## src/design/bos_pkg.sv

```systemverilog
// ----------------------------------------------------------------------------
// bos_pkg
// shared types and constants of the byte-addressed operand stack
// ----------------------------------------------------------------------------
package bos_pkg;

  // default capacity of the stack memory in bytes
  localparam int unsigned STACK_BYTES_DEF = 65536;

  localparam int unsigned DATA_W  = 64;
  localparam int unsigned OFFS_W  = 16;
  localparam int unsigned SIZE_W  = 4;
  localparam int unsigned ACT_W   = 3;
  localparam int unsigned PTR_OUT_W = 17;
  localparam int unsigned STAT_W  = 2;
  localparam int unsigned LANES   = 8;

  typedef enum logic [ACT_W-1:0] {
    ACT_PUSH      = 3'd0,
    ACT_POP       = 3'd1,
    ACT_PEEK      = 3'd2,
    ACT_FR_WRITE  = 3'd3,
    ACT_FR_READ   = 3'd4,
    ACT_RD_BELOW  = 3'd5,
    ACT_SET_BASE  = 3'd6,
    ACT_SET_TOP   = 3'd7
  } action_e;

  typedef enum logic [STAT_W-1:0] {
    ST_OK       = 2'd0,
    ST_OVERFLOW = 2'd1,
    ST_RANGE    = 2'd2
  } status_e;

  typedef struct packed {
    logic [ACT_W-1:0]  action;
    logic [SIZE_W-1:0] size_bytes;
    logic [DATA_W-1:0] value;
    logic [OFFS_W-1:0] offset;
  } in_item_t;

  typedef struct packed {
    logic [DATA_W-1:0]    read_data;
    logic [PTR_OUT_W-1:0] top_now;
    logic [PTR_OUT_W-1:0] base_now;
    logic [STAT_W-1:0]    status;
  } out_item_t;

  // controller to datapath
  typedef struct packed {
    logic load_item;
    logic eval;
    logic access;
    logic load_out;
  } cmd_t;

endpackage

```

## src/design/bos_ctrl.sv

```systemverilog
// ----------------------------------------------------------------------------
// bos_ctrl
// sequencer: accept, check, memory access, result load
// ----------------------------------------------------------------------------
module bos_ctrl (
  input  logic          clk_i,
  input  logic          rst_ni,
  input  logic          in_valid_i,
  output logic          in_stall_o,
  output logic          out_valid_o,
  input  logic          out_stall_i,
  output bos_pkg::cmd_t cmd_o
);

  typedef enum logic [1:0] {
    S_IDLE,
    S_CHECK,
    S_ACCESS,
    S_FINISH
  } state_e;

  state_e state_q, state_d;
  logic   out_valid_q, out_valid_d;
  logic   out_free;

  always_comb begin
    out_free       = !out_valid_q || !out_stall_i;
    cmd_o.load_item = (state_q == S_IDLE) && in_valid_i;
    cmd_o.eval      = (state_q == S_CHECK);
    cmd_o.access    = (state_q == S_ACCESS);
    cmd_o.load_out  = (state_q == S_FINISH) && out_free;

    state_d     = state_q;
    out_valid_d = out_valid_q && out_stall_i;
    case (state_q)
      S_IDLE: begin
        if (in_valid_i) begin
          state_d = S_CHECK;
        end
      end
      S_CHECK: begin
        state_d = S_ACCESS;
      end
      S_ACCESS: begin
        state_d = S_FINISH;
      end
      S_FINISH: begin
        if (out_free) begin
          out_valid_d = 1'b1;
          state_d     = S_IDLE;
        end
      end
      default: begin
        state_d = S_IDLE;
      end
    endcase
  end

  always_ff @(posedge clk_i or negedge rst_ni) begin
    if (!rst_ni) begin
      state_q     <= S_IDLE;
      out_valid_q <= 1'b0;
    end else begin
      state_q     <= state_d;
      out_valid_q <= out_valid_d;
    end
  end

  assign in_stall_o  = (state_q != S_IDLE);
  assign out_valid_o = out_valid_q;

  // a fresh result only ever follows the finish step
  a_result_after_finish: assert property (@(posedge clk_i) disable iff (!rst_ni)
    $rose(out_valid_q) |-> $past(state_q == S_FINISH))
    else $error("result appeared outside the finish step");

endmodule

```

## config.mk

```make
export PLATFORM = sky130hd
export DESIGN_NAME = bos_ctrl
export DESIGN_NICKNAME = d
export VERILOG_FILES = /design/src/design/bos_pkg.sv /design/src/design/bos_ctrl.sv
export SDC_FILE = /design/constraint.sdc
export NUM_CORES = 1
export LEC_CHECK = 0
export ABC_CLOCK_PERIOD_IN_PS = 2300
export BUFFER_PORTS_ARGS = -buffer_cell sky130_fd_sc_hd__buf_2
export CAP_MARGIN = 20
export CORE_AREA = 2 2 39 41
export CTS_BUF_LIST = sky130_fd_sc_hd__clkbuf_8
export CTS_CLUSTER_DIAMETER = 50
export DETAILED_ROUTE_END_ITERATION = 10
export DIE_AREA = 0 0 41 43
export SLEW_MARGIN = 20
export SYNTH_ARGS = -nofsm -noshare
export SYNTH_HDL_FRONTEND = slang
export SYNTH_SLANG_ARGS = --single-unit
```

## constraint.sdc

```tcl
create_clock -name clk_i -period 2.3 [get_ports clk_i]
set_input_delay 0.115 -clock clk_i [delete_from_list [all_inputs] [get_ports clk_i]]
set_output_delay 0.115 -clock clk_i [all_outputs]
set_load 0.01 [all_outputs]
```

## Word level (Yosys, flattened, before mapping)

Cells that the tools add are included.

- Register bits: 3
- Bits of input ports: 4
- Logic and storage cells: 21
- Output and inout port bits: 6

- Equality and inequality tests: 5
- Reduce and logical (&&, ||, !) cells: 9
- Mux-type cells: 5

Operators by type and width:

| operator | count |
|---|---|
| $pmux 2 s4 | 1 |
| $eq 2x2->1 const B | 2 |
| $mux 2 | 2 |
| $ne 2x2->1 const B | 2 |
| $logic_and 1x1->1 | 3 |
| $eq 2x1->1 const B | 1 |
| $logic_not 1->1 | 2 |
| $logic_not 2->1 | 1 |
| $mux 1 | 2 |
| $reduce_and 2->1 | 1 |
| $reduce_bool 2->1 | 1 |
| $logic_or 1x1->1 | 1 |

## Depth between registers and ports, before layout

- Word-level depth: 4
- Depth in mapped cells: 5
- Mapped depth without buffers: 5

## Worst setup path after synthesis

Ideal clock, no wire load.

- Path type: reg-to-reg
- Start point: reg state_q[0]
- End point: reg state_q[1]
- Setup slack: 993 ps
- Path buffers: 0
- Clock period less this slack: 1307 ps
- Required time: 2175 ps
- Stages on the path, launching flop included: 6
- Data arrival time: 1182 ps
- Path through: dfrtp_1 > inv_1 > ha_1 > inv_2 > o21ai_4 > mux2_4

- Word-level cells in the longest chain between the ends: 3
- Elaborated cells between the ends (all ways): 8

RTL lines:

| element | RTL line | RTL |
|---|---|---|
| start: declaration | bos_ctrl.sv:22 | `state_e state_q, state_d;` |
| start signal: assignment | bos_ctrl.sv:64 | `state_q <= state_d;` |
| $eq 2x2->1 / $logic_not 2->1 (equally long branches) | bos_ctrl.sv:35 | `case (state_q)` |
| $ne 2x2->1 (no source line) | - |  |
| $reduce_and 2->1 (no source line) | - |  |

Several ways; a longest one is shown, not always the timed one.
A chain may end at the register's enable or synchronous reset.

## Worst setup path in the final report

Same ends and word-level chain as after synthesis.

==> results.json <==
{
  "yosys.area.top_type_share_pct": 33.3,
  "maxCapViolCount": 0,
  "root_buffer": "clkbuf_8",
  "cts_tree": "done",
  "hold_path.class": "primary input to register",
  "fin_cells": 49,
  "drtPass1Iterations": 4,
  "worst_path_max_delay_cell": "dfrtp_1",
  "dpl-instance-area_sq_um": 290,
  "synth_top_flop_cell": "dfrtp_1",
  "worst_slack_ps": 931,
  "dieHeight_um": 43,
  "setup_tns_ps": 0,
  "reg2reg_to": "state_q[1]",
  "grt_pass1_vias": 166,
  "postSynthAreaPerCell_sq_um": 11.9,
  "postRouteWirelength_um": 365,
  "ys_seq_elements": 3,
  "yosysMostFrequentCell": "ha_1",
  "critical_path_depth": 5,
  "clk_latency_ps": 210,
  "dp.cells": 44,
  "drive_gt1_share_pct": 48.5,
  "cts_hold_buffers": 1,
  "syn_area_sq_um": 225,
  "crit_type": "register to register",
  "relSlewSlack_pct": 90.3,
  "max_freq_mhz": 731,
  "port_buffers": 9,
  "cts.clk_slew.worst_paths_ps": 30,
  "avgRoutedWirePerCell_um": 7.45,
  "synth_common_cells": "5 x ha_1, 3 x dfrtp_1, 2 x inv_1",
  "gp_congestion": 0.646,
  "fin_area_sq_um": 345,
  "r2r.worst_path.cells": 5,
  "dpl_worst_slack_ps": 934,
  "whs_path_depth": 2,
  "hold_ws_ps": 153,
  "synth_area_leaders": "dfrtp_1 33%, ha_1 28%, o21ai_4 7.2%, mux2_4 6.7%, mux2i_1 4.4%",
  "critPathMaxStageDelay_ps": 390,
  "grt_pass1_wl_um": 572,
  "timing.rr.start": "state_q[0]",
  "place_hpwl_um": 300,
  "start_util_pct": 16.3,
  "h-tree-depth": 1,
  "powerDensity_nw_per_um2": 1450,
  "io_pins": 10,
  "required_ps": 2390,
  "rsz0062_at_grt": "no",
  "final_util_pct": 25.0,
  "routed_via_density": 3.67,
  "worstMarginPinSlew_ps": 144,
  "netlist_instances": 19,
  "cp_top_family": "flip-flops",
  "power_mw": 0.499,
  "synthDistinctLibCells": 12,
  "antenna_found_initial": 0,
  "leakage_nw": 0.188,
  "period_share_pct": 59.5,
  "hold_viol_final": 0,
  "status": "finished clean",
  "vdd_drop_max_v": 0.000288,
  "core_sq_um": 1380,
  "grt.total_usage_pct": 5.64,
  "min_period_ps": 1370,
  "crit_path_start_kind": "register",
  "cts-resized-gates": 0,
  "drc": 0,
  "grt-ovfl-total": 0,
  "ys_warn_count": 0,
  "dieArea_sq_um": 1760,
  "dieWidth_um": 41,
  "synth-edff-count": 0,
  "vias": 180,
  "clockBufferDepth": 2,
  "layout.nets": 43,
  "diodes": 0,
  "rows": 14,
  "drtIter0Drc": 1,
  "cp_num_buf_inv": 2,
  "critPathCaptureType": "register",
  "critical_path.cell_chain": "inv_1 -> ha_1 -> inv_2 -> o21ai_4 -> mux2_4",
  "area.growth.synth_to_final_pct": 53.3,
  "syn_nets": 28,
  "crit_end": "state_q[1]",
  "synth_area_leader_cell": "dfrtp_1",
  "finClkSkew_ps": 0.707,
  "synth_sequential_area_ratio_pct": 33.3,
  "critPathArrivalTime_ps": 1460,
  "grt_max_degree": 5,
  "cts_made_buffers": 3,
  "setup_viol": 0,
  "postSynth.asyncResetShare_pct": 100,
  "drv_slew": 0,
  "ant_nets": 0,
  "crit_fanout": 4,
  "reg2reg_slack_ps": 930,
  "cts_sinks": 3,
  "cts_setup_buffers": 0,
  "cp-startpoint": "state_q[0]"
}
==> sequential cells by signal (all words and copies together), names as in the netlist <==
signal / cells
state_q: 2
out_valid_o: 1
==> per-layer routing <==
layer  track usage, %  routed length [um]  up-vias  share of wire, %
li1                 -                   -       90                 -
met1             4.87                 156       78                43
met2             7.19                 141       10                39
met3             4.71                  54        2                15
met4             6.00                  13        0               3.6
met5                0                   0        -                 0
==> cell type report <==
cell class / instances / area [sq um]
Inverter: 3 / 11.3
Fill cell: 149 / 1040
Tap cell: 16 / 20.0
Clock buffer: 3 / 41.3
Timing Repair Buffer: 10 / 55.1
Sequential cell: 3 / 75.1
Multi-Input combinational cell: 13 / 139
Clock inverter: 1 / 3.75
==> cells in the final DEF, fill, tap and decap left out, drive strengths merged, types with 3 or more instances in the layout <==
master  instances
clkbuf          3
buf             9
inv             4
dfrtp           3
ha              5
==> worst reg2reg max path, stage by stage (launching register included) <==
cell and delay (ps):
dfrtp_1 390, inv_1 130, ha_1 200, inv_2 60
o21ai_4 170, mux2_4 310
==> power by group <==
group	switching (mW)	leakage [nW]	internal (mW)
combinational	0.121	0.126	0.122
clock	0.0343	0.0269	0.114
sequential	0.0263	0.0358	0.0822
total	0.181	0.188	0.318
==> logic make-up (layout without fill, tap and decap cells) <==
| family | Yosys count | count (layout) | share of synthesized area (%) |
|---|---|---|---|
| and+or+nand+nor | 3 | 3 | 8.89 |
| muxes | 2 | 2 | 11.1 |
| buffers and inverters | 3 | 17 | 5.00 |
| DFF | 3 | 3 | 33.3 |
| adders and majority gates | 5 | 5 | 27.8 |
| AOI/OAI and AO/OA | 3 | 3 | 13.9 |
==> worst min path at each step <==
stage	from	to	slack, ps
3_5_place_dp	rst_ni	out_valid_o	-90
6_report	out_stall_i	out_valid_o	150
2_1_floorplan	rst_ni	out_valid_o	-180
4_1_cts	out_stall_i	out_valid_o	150
5_1_grt	out_stall_i	out_valid_o	160
3_3_place_gp	rst_ni	state_q[0]	-90
Power figures use the tool's default switching activity.
